==> src/waq_pkg.sv <==
// Package for the warning annunciator queue: codes, colors, limits and shared types.
package waq_pkg;

   // Queue shape and field widths
   localparam int QDEPTH      = 3;
   localparam int CODE_BITS   = 2;
   localparam int OIL_BITS    = 12;
   localparam int COOL_BITS   = 11;
   localparam int NOW_BITS    = 32;
   localparam int SHOW_BITS   = 16;
   localparam int VALUE_BITS  = 13;
   localparam int COLOR_BITS  = 16;
   localparam int CSR_ADDR_BITS = 4;
   localparam int CSR_DATA_BITS = 32;

   // Warning codes
   localparam logic [CODE_BITS-1:0] CODE_NONE     = 2'd0;
   localparam logic [CODE_BITS-1:0] CODE_LOW_OIL  = 2'd1;
   localparam logic [CODE_BITS-1:0] CODE_HIGH_OIL = 2'd2;
   localparam logic [CODE_BITS-1:0] CODE_HOT      = 2'd3;

   // RGB565 colors
   localparam logic [COLOR_BITS-1:0] COLOR_YELLOW = 16'hFFE0;
   localparam logic [COLOR_BITS-1:0] COLOR_ORANGE = 16'hFD00;
   localparam logic [COLOR_BITS-1:0] COLOR_RED    = 16'hF800;

   // Register indexes (byte address / 4)
   localparam logic [1:0] REG_LOW_OIL  = 2'd0;
   localparam logic [1:0] REG_HIGH_OIL = 2'd1;
   localparam logic [1:0] REG_HOT      = 2'd2;
   localparam logic [1:0] REG_MIN_SHOW = 2'd3;

   // Register reset values
   localparam logic [OIL_BITS-1:0]  LOW_OIL_RESET  = 12'd100;
   localparam logic [OIL_BITS-1:0]  HIGH_OIL_RESET = 12'd550;
   localparam logic [COOL_BITS-1:0] HOT_RESET      = 11'd230;
   localparam logic [SHOW_BITS-1:0] MIN_SHOW_RESET = 16'd5000;

   // Mask of raised warnings, bit 0 low oil, bit 1 high oil, bit 2 high coolant
   typedef logic [QDEPTH-1:0] code_mask_type;

   // Content of one queue cell
   typedef struct packed {
      logic                 valid;
      logic [CODE_BITS-1:0] code;
   } cell_link_type;

   // Display state
   typedef enum logic {
      DISP_IDLE,
      DISP_SHOW
   } disp_state_type;

   // One-hot mask bit of a code
   function automatic code_mask_type code_bit(input logic [CODE_BITS-1:0] code);
      code_mask_type m;
      m = '0;
      case (code)
         CODE_LOW_OIL:  m = 3'b001;
         CODE_HIGH_OIL: m = 3'b010;
         CODE_HOT:      m = 3'b100;
         default:       m = '0;
      endcase
      return m;
   endfunction

   // Display color of a code
   function automatic logic [COLOR_BITS-1:0] code_color(input logic [CODE_BITS-1:0] code);
      logic [COLOR_BITS-1:0] c;
      c = '0;
      case (code)
         CODE_LOW_OIL:  c = COLOR_YELLOW;
         CODE_HIGH_OIL: c = COLOR_ORANGE;
         CODE_HOT:      c = COLOR_RED;
         default:       c = '0;
      endcase
      return c;
   endfunction

endpackage

==> src/waq_req_if.sv <==
// Request channel: one monitoring tick with oil, coolant and time samples.
interface waq_req_if;
   logic                                 valid;
   logic                                 ready;
   logic [waq_pkg::OIL_BITS-1:0]         oil_kpa;
   logic signed [waq_pkg::COOL_BITS-1:0] coolant_f;
   logic [waq_pkg::NOW_BITS-1:0]         now_ms;

   modport source (output valid, output oil_kpa, output coolant_f, output now_ms,
                   input ready);
   modport sink (input valid, input oil_kpa, input coolant_f, input now_ms,
                 output ready);
endinterface

==> src/waq_rsp_if.sv <==
// Response channel: display status after one monitoring tick.
interface waq_rsp_if;
   logic                                  valid;
   logic                                  ready;
   logic                                  showing;
   logic [waq_pkg::CODE_BITS-1:0]         warn_code;
   logic signed [waq_pkg::VALUE_BITS-1:0] warn_value;
   logic [waq_pkg::COLOR_BITS-1:0]        warn_color;
   logic [waq_pkg::CODE_BITS-1:0]         pending;
   logic                                  go_home;

   modport source (output valid, output showing, output warn_code, output warn_value,
                   output warn_color, output pending, output go_home, input ready);
   modport sink (input valid, input showing, input warn_code, input warn_value,
                 input warn_color, input pending, input go_home, output ready);
endinterface

==> src/waq_cell.sv <==
// One queue cell: dedups and claims raised codes, shifts toward the head on pop.
module waq_cell (
   input  logic                   clock,
   input  logic                   reset,
   input  logic                   accept,
   input  logic                   pop,
   input  waq_pkg::code_mask_type mask_in,
   output waq_pkg::code_mask_type mask_out,
   input  waq_pkg::cell_link_type shift_in,
   output waq_pkg::cell_link_type post_out
);

   logic                          valid_ff, valid_in;
   logic [waq_pkg::CODE_BITS-1:0] code_ff, code_in;

   // Drop own code from the raised mask, or claim the lowest raised code if empty
   always_comb begin
      post_out.valid = valid_ff;
      post_out.code  = code_ff;
      mask_out       = mask_in;
      if (valid_ff) begin
         mask_out = mask_in & ~waq_pkg::code_bit(code_ff);
      end else if (mask_in[0]) begin
         post_out.valid = 1'b1;
         post_out.code  = waq_pkg::CODE_LOW_OIL;
         mask_out       = mask_in & 3'b110;
      end else if (mask_in[1]) begin
         post_out.valid = 1'b1;
         post_out.code  = waq_pkg::CODE_HIGH_OIL;
         mask_out       = mask_in & 3'b100;
      end else if (mask_in[2]) begin
         post_out.valid = 1'b1;
         post_out.code  = waq_pkg::CODE_HOT;
         mask_out       = '0;
      end
   end

   // On an accepted request take the neighbor's content on pop, else the own or claimed code; otherwise keep own
   always_comb begin
      valid_in = valid_ff;
      code_in  = code_ff;
      if (accept) begin
         if (pop) begin
            valid_in = shift_in.valid;
            code_in  = shift_in.code;
         end else begin
            valid_in = post_out.valid;
            code_in  = post_out.code;
         end
      end
   end

   always_ff @(posedge clock) begin
      if (reset) begin
         valid_ff <= 1'b0;
         code_ff  <= waq_pkg::CODE_NONE;
      end else begin
         valid_ff <= valid_in;
         code_ff  <= code_in;
      end
   end

endmodule

==> src/warning_annunciator_queue.sv <==
// Top level of the warning annunciator queue: limit checks, cell chain, display control.
//
//   channel   dir   handshake              payload
//   req_bus   in    valid/ready            oil_kpa, coolant_f, now_ms
//   rsp_bus   out   valid/ready            showing, warn_code, warn_value, warn_color,
//                                          pending, go_home
//   csr_*     in    APB psel/penable       four limit and timing registers, 4-byte stride
//
// One request per cycle: the limit checks, the three-cell queue and the display
// state all settle combinationally; the response sits in an output register.
// req_bus.ready is high while that register is empty or being taken this cycle.
// Synchronous reset clears the queue, display state and response valid, and loads the registers' reset values.
// A stalled response holds its payload and blocks new requests until it is taken.
module warning_annunciator_queue #(
   parameter int TIME_BITS = 32
) (
   input  logic                                clock,
   input  logic                                reset,
   waq_req_if.sink                             req_bus,
   waq_rsp_if.source                           rsp_bus,
   input  logic                                csr_psel,
   input  logic                                csr_penable,
   input  logic                                csr_pwrite,
   input  logic [waq_pkg::CSR_ADDR_BITS-1:0]   csr_paddr,
   input  logic [waq_pkg::CSR_DATA_BITS-1:0]   csr_pwdata,
   output logic [waq_pkg::CSR_DATA_BITS-1:0]   csr_prdata,
   output logic                                csr_pready
);

   // Configuration registers
   logic [waq_pkg::OIL_BITS-1:0]         low_oil_ff;
   logic [waq_pkg::OIL_BITS-1:0]         high_oil_ff;
   logic signed [waq_pkg::COOL_BITS-1:0] hot_ff;
   logic [waq_pkg::SHOW_BITS-1:0]        min_show_ff;

   // Display state
   waq_pkg::disp_state_type state_ff, state_in;
   logic [TIME_BITS-1:0]    since_ff, since_in;

   // Response register
   logic                                  rsp_valid_ff;
   logic                                  showing_ff, showing_in;
   logic [waq_pkg::CODE_BITS-1:0]         code_ff, code_in;
   logic signed [waq_pkg::VALUE_BITS-1:0] value_ff, value_in;
   logic [waq_pkg::COLOR_BITS-1:0]        color_ff, color_in;
   logic [waq_pkg::CODE_BITS-1:0]         pending_ff, pending_in;
   logic                                  home_ff, home_in;

   logic accept;
   logic csr_write;
   logic cond_low, cond_high, cond_hot, head_cond;
   logic pop, since_load;
   logic [63:0]          now_wide;
   logic [63:0]          min_wide;
   logic [TIME_BITS-1:0] now_t;
   logic [TIME_BITS-1:0] elapsed;
   logic [TIME_BITS-1:0] min_t;
   logic                 time_up;
   logic [waq_pkg::CODE_BITS-1:0] len_post;
   logic [waq_pkg::CODE_BITS-1:0] head_code;
   logic [waq_pkg::QDEPTH-1:0]    post_valid;

   waq_pkg::code_mask_type mask_link [waq_pkg::QDEPTH+1];
   waq_pkg::cell_link_type post_link [waq_pkg::QDEPTH+1];

   // Handshake
   assign req_bus.ready = !rsp_valid_ff || rsp_bus.ready;
   assign accept        = req_bus.valid && req_bus.ready;

   // Limit checks
   assign cond_low  = req_bus.oil_kpa < low_oil_ff;
   assign cond_high = req_bus.oil_kpa > high_oil_ff;
   assign cond_hot  = req_bus.coolant_f > hot_ff;

   // Cell chain: raised mask flows from head to tail, shifted content from tail to head
   assign mask_link[0]              = {cond_hot, cond_high, cond_low};
   assign post_link[waq_pkg::QDEPTH] = '0;

   for (genvar i = 0; i < waq_pkg::QDEPTH; i++) begin : g_cell
      waq_cell u_cell (
         .clock    (clock),
         .reset    (reset),
         .accept   (accept),
         .pop      (pop),
         .mask_in  (mask_link[i]),
         .mask_out (mask_link[i+1]),
         .shift_in (post_link[i+1]),
         .post_out (post_link[i])
      );
      assign post_valid[i] = post_link[i].valid;
   end

   assign len_post  = waq_pkg::CODE_BITS'($countones(post_valid));
   assign head_code = post_link[0].code;

   // Elapsed time modulo 2^TIME_BITS
   assign now_wide = 64'(req_bus.now_ms);
   assign min_wide = 64'(min_show_ff);
   assign now_t    = now_wide[TIME_BITS-1:0];
   assign min_t    = min_wide[TIME_BITS-1:0];
   assign elapsed  = now_t - since_ff;
   assign time_up  = elapsed >= min_t;

   // Condition of the head warning
   always_comb begin
      case (head_code)
         waq_pkg::CODE_LOW_OIL:  head_cond = cond_low;
         waq_pkg::CODE_HIGH_OIL: head_cond = cond_high;
         waq_pkg::CODE_HOT:      head_cond = cond_hot;
         default:                head_cond = 1'b0;
      endcase
   end

   // Next display state, pop and timer restart
   always_comb begin
      state_in   = state_ff;
      pop        = 1'b0;
      since_load = 1'b0;
      home_in    = 1'b0;
      unique case (state_ff)
         waq_pkg::DISP_IDLE: begin
            if (len_post != '0) begin
               state_in   = waq_pkg::DISP_SHOW;
               since_load = 1'b1;
            end
         end
         waq_pkg::DISP_SHOW: begin
            if (len_post == '0) begin
               state_in = waq_pkg::DISP_IDLE;
            end else if (time_up) begin
               if (len_post > 2'd1) begin
                  pop      = 1'b1;
                  state_in = waq_pkg::DISP_IDLE;
               end else if (!head_cond) begin
                  pop      = 1'b1;
                  state_in = waq_pkg::DISP_IDLE;
                  home_in  = 1'b1;
               end else begin
                  since_load = 1'b1;
               end
            end
         end
         default: state_in = waq_pkg::DISP_IDLE;
      endcase
   end

   assign since_in = since_load ? now_t : since_ff;

   // Response fields
   always_comb begin
      showing_in = (state_in == waq_pkg::DISP_SHOW) && (len_post != '0);
      pending_in = len_post - waq_pkg::CODE_BITS'(pop);
      code_in    = showing_in ? head_code : waq_pkg::CODE_NONE;
      color_in   = waq_pkg::code_color(code_in);
      case (code_in) inside
         waq_pkg::CODE_LOW_OIL,
         waq_pkg::CODE_HIGH_OIL: value_in = $signed({1'b0, req_bus.oil_kpa});
         waq_pkg::CODE_HOT:      value_in = waq_pkg::VALUE_BITS'(req_bus.coolant_f);
         default:                value_in = '0;
      endcase
   end

   // Advance display state on each accepted request
   always_ff @(posedge clock) begin
      if (reset) begin
         state_ff <= waq_pkg::DISP_IDLE;
         since_ff <= '0;
      end else if (accept) begin
         state_ff <= state_in;
         since_ff <= since_in;
      end
   end

   // Hold the response until taken
   always_ff @(posedge clock) begin
      if (reset) begin
         rsp_valid_ff <= 1'b0;
      end else if (accept) begin
         rsp_valid_ff <= 1'b1;
      end else if (rsp_bus.ready) begin
         rsp_valid_ff <= 1'b0;
      end
   end

   always_ff @(posedge clock) begin
      if (accept) begin
         showing_ff <= showing_in;
         code_ff    <= code_in;
         value_ff   <= value_in;
         color_ff   <= color_in;
         pending_ff <= pending_in;
         home_ff    <= home_in;
      end
   end

   assign rsp_bus.valid      = rsp_valid_ff;
   assign rsp_bus.showing    = showing_ff;
   assign rsp_bus.warn_code  = code_ff;
   assign rsp_bus.warn_value = value_ff;
   assign rsp_bus.warn_color = color_ff;
   assign rsp_bus.pending    = pending_ff;
   assign rsp_bus.go_home    = home_ff;

   // Register writes
   assign csr_pready = 1'b1;
   assign csr_write  = csr_psel && csr_penable && csr_pwrite && csr_pready;

   always_ff @(posedge clock) begin
      if (reset) begin
         low_oil_ff  <= waq_pkg::LOW_OIL_RESET;
         high_oil_ff <= waq_pkg::HIGH_OIL_RESET;
         hot_ff      <= waq_pkg::HOT_RESET;
         min_show_ff <= waq_pkg::MIN_SHOW_RESET;
      end else if (csr_write) begin
         unique case (csr_paddr[3:2])
            waq_pkg::REG_LOW_OIL:  low_oil_ff  <= csr_pwdata[waq_pkg::OIL_BITS-1:0];
            waq_pkg::REG_HIGH_OIL: high_oil_ff <= csr_pwdata[waq_pkg::OIL_BITS-1:0];
            waq_pkg::REG_HOT:      hot_ff      <= $signed(csr_pwdata[waq_pkg::COOL_BITS-1:0]);
            waq_pkg::REG_MIN_SHOW: min_show_ff <= csr_pwdata[waq_pkg::SHOW_BITS-1:0];
            default: ;
         endcase
      end
   end

   // Register reads
   always_comb begin
      unique case (csr_paddr[3:2])
         waq_pkg::REG_LOW_OIL:  csr_prdata = waq_pkg::CSR_DATA_BITS'(low_oil_ff);
         waq_pkg::REG_HIGH_OIL: csr_prdata = waq_pkg::CSR_DATA_BITS'(high_oil_ff);
         waq_pkg::REG_HOT:      csr_prdata = waq_pkg::CSR_DATA_BITS'($unsigned(hot_ff));
         waq_pkg::REG_MIN_SHOW: csr_prdata = waq_pkg::CSR_DATA_BITS'(min_show_ff);
         default:               csr_prdata = '0;
      endcase
   end

endmodule

==> src/flat_wrapper.sv <==
// flat-port wrapper written by rule: the top's interface ports become plain ports
module warning_annunciator_queue_flat 
#(
   parameter int TIME_BITS = 32
)
  (clock, reset, csr_psel, csr_penable, csr_pwrite, csr_paddr, csr_pwdata, csr_prdata, csr_pready, req_bus_valid, req_bus_oil_kpa, req_bus_coolant_f, req_bus_now_ms, req_bus_ready, rsp_bus_valid, rsp_bus_showing, rsp_bus_warn_code, rsp_bus_warn_value, rsp_bus_warn_color, rsp_bus_pending, rsp_bus_go_home, rsp_bus_ready);
  waq_req_if req_bus_i ();
  waq_rsp_if rsp_bus_i ();
  input  logic clock;
  input  logic reset;
  input  logic csr_psel;
  input  logic csr_penable;
  input  logic csr_pwrite;
  input  logic [waq_pkg::CSR_ADDR_BITS-1:0] csr_paddr;
  input  logic [waq_pkg::CSR_DATA_BITS-1:0] csr_pwdata;
  output logic [waq_pkg::CSR_DATA_BITS-1:0] csr_prdata;
  output logic csr_pready;
  input wire logic [$bits(req_bus_i.valid)-1:0] req_bus_valid;
  input wire logic [$bits(req_bus_i.oil_kpa)-1:0] req_bus_oil_kpa;
  input wire logic [$bits(req_bus_i.coolant_f)-1:0] req_bus_coolant_f;
  input wire logic [$bits(req_bus_i.now_ms)-1:0] req_bus_now_ms;
  output wire logic [$bits(req_bus_i.ready)-1:0] req_bus_ready;
  output wire logic [$bits(rsp_bus_i.valid)-1:0] rsp_bus_valid;
  output wire logic [$bits(rsp_bus_i.showing)-1:0] rsp_bus_showing;
  output wire logic [$bits(rsp_bus_i.warn_code)-1:0] rsp_bus_warn_code;
  output wire logic [$bits(rsp_bus_i.warn_value)-1:0] rsp_bus_warn_value;
  output wire logic [$bits(rsp_bus_i.warn_color)-1:0] rsp_bus_warn_color;
  output wire logic [$bits(rsp_bus_i.pending)-1:0] rsp_bus_pending;
  output wire logic [$bits(rsp_bus_i.go_home)-1:0] rsp_bus_go_home;
  input wire logic [$bits(rsp_bus_i.ready)-1:0] rsp_bus_ready;
  assign req_bus_i.valid = req_bus_valid;
  assign req_bus_i.oil_kpa = req_bus_oil_kpa;
  assign req_bus_i.coolant_f = req_bus_coolant_f;
  assign req_bus_i.now_ms = req_bus_now_ms;
  assign req_bus_ready = req_bus_i.ready;
  assign rsp_bus_valid = rsp_bus_i.valid;
  assign rsp_bus_showing = rsp_bus_i.showing;
  assign rsp_bus_warn_code = rsp_bus_i.warn_code;
  assign rsp_bus_warn_value = rsp_bus_i.warn_value;
  assign rsp_bus_warn_color = rsp_bus_i.warn_color;
  assign rsp_bus_pending = rsp_bus_i.pending;
  assign rsp_bus_go_home = rsp_bus_i.go_home;
  assign rsp_bus_i.ready = rsp_bus_ready;
  warning_annunciator_queue #(.TIME_BITS(TIME_BITS)) u_core (.clock(clock), .reset(reset), .req_bus(req_bus_i), .rsp_bus(rsp_bus_i), .csr_psel(csr_psel), .csr_penable(csr_penable), .csr_pwrite(csr_pwrite), .csr_paddr(csr_paddr), .csr_pwdata(csr_pwdata), .csr_prdata(csr_prdata), .csr_pready(csr_pready));
endmodule
==> config.mk <==
export PLATFORM = sky130hd
export DESIGN_NAME = warning_annunciator_queue_flat
export DESIGN_NICKNAME = d
export VERILOG_FILES = /design/src/waq_pkg.sv /design/src/waq_req_if.sv /design/src/waq_rsp_if.sv /design/src/waq_cell.sv /design/src/warning_annunciator_queue.sv /design/src/flat_wrapper.sv
export SDC_FILE = /design/constraint.sdc
export NUM_CORES = 1
export LEC_CHECK = 0
export BUFFER_PORTS_ARGS = -buffer_cell sky130_fd_sc_hd__buf_2
export CORE_AREA = 2 2 152 154
export DETAILED_ROUTE_END_ITERATION = 16
export DIE_AREA = 0 0 154 156
export PLACE_DENSITY = 0.66
export SLEW_MARGIN = 20
export SYNTH_ARGS = -nofsm -noshare
export SYNTH_HDL_FRONTEND = slang
export SYNTH_SLANG_ARGS = --single-unit
==> constraint.sdc <==
create_clock -name clock -period 6.9 [get_ports clock]
set_input_delay 0.345 -clock clock [delete_from_list [all_inputs] [get_ports clock]]
set_output_delay 0.345 -clock clock [all_outputs]
set_load 0.005 [all_outputs]
==> reports/results.txt <==
FF-to-FF path depth: 23
final hold viol count: 0
fmax: 0.162 GHz
Initial Util: 39.6%
Hold Crit Class: in -> reg
area occupied by multi-input gates: 5560 µm²
Least-Margin Pin Slew: 938 ps
Post-CTS Setup Bufs: 0
peak supply drop: 0.159 mV
Worst Setup SP: u_core.since_ff[0]
Antenna diodes: 0
Post-synth top cells: nand2_1, inv_1, a21oi_1, dfxtp_1, ha_1
Avg WL per Cell: 16.1 µm
synth warn: 0
fill count: 2227
Rel. slew slack: 37.1%
Mapped Cells: 1103
Setup TNS Final: 0 ps
period utilization: 89.2%
number of port buffers: 127
Die Area: 24000 µm²
Die Y: 156 µm
R2R Path Start: u_core.since_ff[0]
Seq/Total Area, Yosys: 28.7%
endpoint class of the critical path: flip-flop
Starting DRT DRC Count: 560
# setup viols final: 0
Critical Path End: u_core.rsp_bus.warn_value[9]
kind of critical path: reg -> reg
Post-synth ARST share: 0%
cell leakage power: 4.34 nW
Worst setup SP type: flip-flop
Avg Inst Size Synth: 8.04 µm²
RD Place Congestion: 0.880
Vias: 8087
final instance area: 10100 µm²
Yosys top cell area share: 21.2%
io pins: 168
ANT nets after route: 0
largest net degree at the start of global routing: 51
worst reg2reg path endpoint: u_core.rsp_bus.warn_value[9]
Vias/cell: 5.42
cts hold-fix bufs: 0
post-synth top area cell: dfxtp_1
mapped cell area: 8870 µm²
first-pass GRT wire length: 38600 µm
Max-Cap Viols: 0
Synth Flop Type: dfxtp_1
nets: 1378
H-tree levels: 4
Fin Clk Skew: 9.79 ps
dpl cell area: 9530 µm²
Post-DP HPWL: 18400 µm
max-slew violations: 0
Netlist cell types: 77
Die W: 154 µm
status: completed
register area: 2540 µm²
total gr overflow: 0
share of layout cells above drive strength 1: 16.0%
WL final: 24000 µm
Worst-Skew Late Latency: 420 ps
total global-route track usage: 20.0%
Clock Path Buffers: 2
antenna violations before repair: 0
Yosys reg bits: 116
PwrDens: 272 nW/µm²
Critical Path AT: 6450 ps
most frequent cell after synthesis: nand2_1
hold_sp: csr_pwdata[12]
DR DRC count: 0
CTS tree: yes
# clock sinks: 116
ranking of synthesized cells by area: dfxtp_1, ha_1, nand2_1, edfxtp_1, a21oi_1
core area: 22400 µm²
Crit Path Max Fanout: 9
drt first pass iters: 7
RSZ-0062 raised after global routing: false
CTS resizes: 0
Clock transition at path regs: 60 ps
Layout area overhead: 14.2%
number of enable flip-flop cells after synthesis: 22
Worst R2R Setup Slack: 740 ps
Rows: 55
TritonCTS Buffers: 17
Final Power: 0.00275 W
CTS root buffer: clkbuf_16
Required @ worst endpoint: 7190 ps
shortest period the worst path allows: 6160 ps
vias in the first global route: 7703
-- layer usage --
metal | part of all wire, % | vias up | GRT usage [%]
met5 | 0 | - | 0
met4 | 2.3 | 0 | 7.34
met3 | 6.0 | 38 | 3.50
met2 | 46 | 272 | 32.8
met1 | 46 | 3726 | 26.4
li1 | - | 4051 | -
-- worst min-delay path by stage --
| stage | to | slack, ps | cells after the start |
|---|---|---|---|
| after global routing | u_core.min_show_ff[12] | 170 | 3 |
| final | u_core.min_show_ff[12] | 160 | 3 |
| after detailed placement | u_core.since_ff[7] | 450 | 2 |
| after CTS | u_core.min_show_ff[12] | 150 | 3 |
| after floorplan | u_core.since_ff[10] | 430 | 2 |
| after global placement | u_core.since_ff[9] | 440 | 2 |
-- cell usage in the layout, fill, tap and decap left out, types with 11 or more instances in the layout --
| master | netlist | routed |
|---|---|---|
| nor2_1 | 35 | 35 |
| mux2i_1 | 32 | 32 |
| dfxtp_1 | 94 | 94 |
| o211ai_1 | 30 | 30 |
| and3_1 | 15 | 15 |
| nor3_1 | 15 | 15 |
| o21ai_0 | 37 | 37 |
| a21oi_1 | 103 | 103 |
| a21o_1 | 16 | 16 |
| buf_2 | 6 | 127 |
| xnor2_1 | 13 | 13 |
| nand3_1 | 24 | 24 |
| conb_1 | 2 | 22 |
| inv_1 | 104 | 104 |
| nand4_1 | 16 | 16 |
| o21a_1 | 16 | 16 |
| nand2_1 | 200 | 200 |
| edfxtp_1 | 22 | 22 |
| ha_1 | 85 | 85 |
| clkbuf_16 | 0 | 17 |
| mux4_2 | 11 | 11 |
-- sequential cells by signal (all words and copies together), names as in the netlist, 2 cells and up --
| name | flops |
|---|---|
| u_core.since_ff | 32 |
| u_core.min_show_ff | 16 |
| u_core.low_oil_ff | 12 |
| u_core.high_oil_ff | 12 |
| u_core.hot_ff | 11 |
| u_core.rsp_bus.warn_color | 3 |
| u_core.rsp_bus.warn_code | 2 |
| u_core.rsp_bus.pending | 2 |
| u_core.g_cell.u_cell.valid_ff | 3 |
| u_core.rsp_bus.warn_value | 13 |
| u_core.g_cell.u_cell.code_ff | 6 |
-- worst max-delay path, cell delays in order (launching register included) --
cell and delay [ps]:
dfxtp_1 330, ha_1 160, inv_1 50, fa_1 400, a21o_1 200, a221oi_2 340
and4b_1 280, or2_2 340, a21o_1 190, a21oi_1 170, xnor2_1 100, ha_1 190
a21oi_1 200, a21boi_0 210, o2111ai_1 120, a2111oi_0 360, nand4_1 150, a2111o_1 440
o41ai_4 270, o21ai_1 230, or2_1 300, ha_1 290, nor2b_1 490, a22o_1 220
-- metrics by stage --
step | util [%] | setup WS, ps | hold WS, ps | instances
floorplan | - | 1040 | 435 | 1123
global placement | 42.6 | 687 | 442 | 1459
detailed placement | 42.6 | 566 | 449 | 1459
CTS | 45.3 | 714 | 148 | 1491
global route | 45.3 | 109 | 168 | 1491
finish | 45.3 | 742 | 160 | 1491
-- power by group --
| group | leakage, nW | internal, W | switching [W] | total (W) |
|---|---|---|---|---|
| combinational | 3.07 | 0.000419 | 0.000608 | 0.00103 |
| clock | 0.284 | 0.000556 | 0.000337 | 0.000892 |
| sequential | 0.984 | 0.000790 | 0.0000414 | 0.000831 |
-- logic make-up after synthesis --
logic type,synth area share (%)
fa+ha+maj,12.4
compound gates,22.1
other cells,0.0847
mux,7.04
buf+inv,9.44
xor+xnor,1.98
flops,28.7
simple gates,18.2
-- final cells by class --
type / count / share of cell area (%)
Timing Repair Buffer: 132 / 6.65
Inverter: 106 / 3.93
Sequential cell: 116 / 25.1
Clock inverter: 11 / 1.24
Tap cell: 285 / 3.52
Clock buffer: 21 / 4.59
Multi-Input combinational cell: 820 / 55.0
Note: power is estimated with default switching activity, not from simulation.
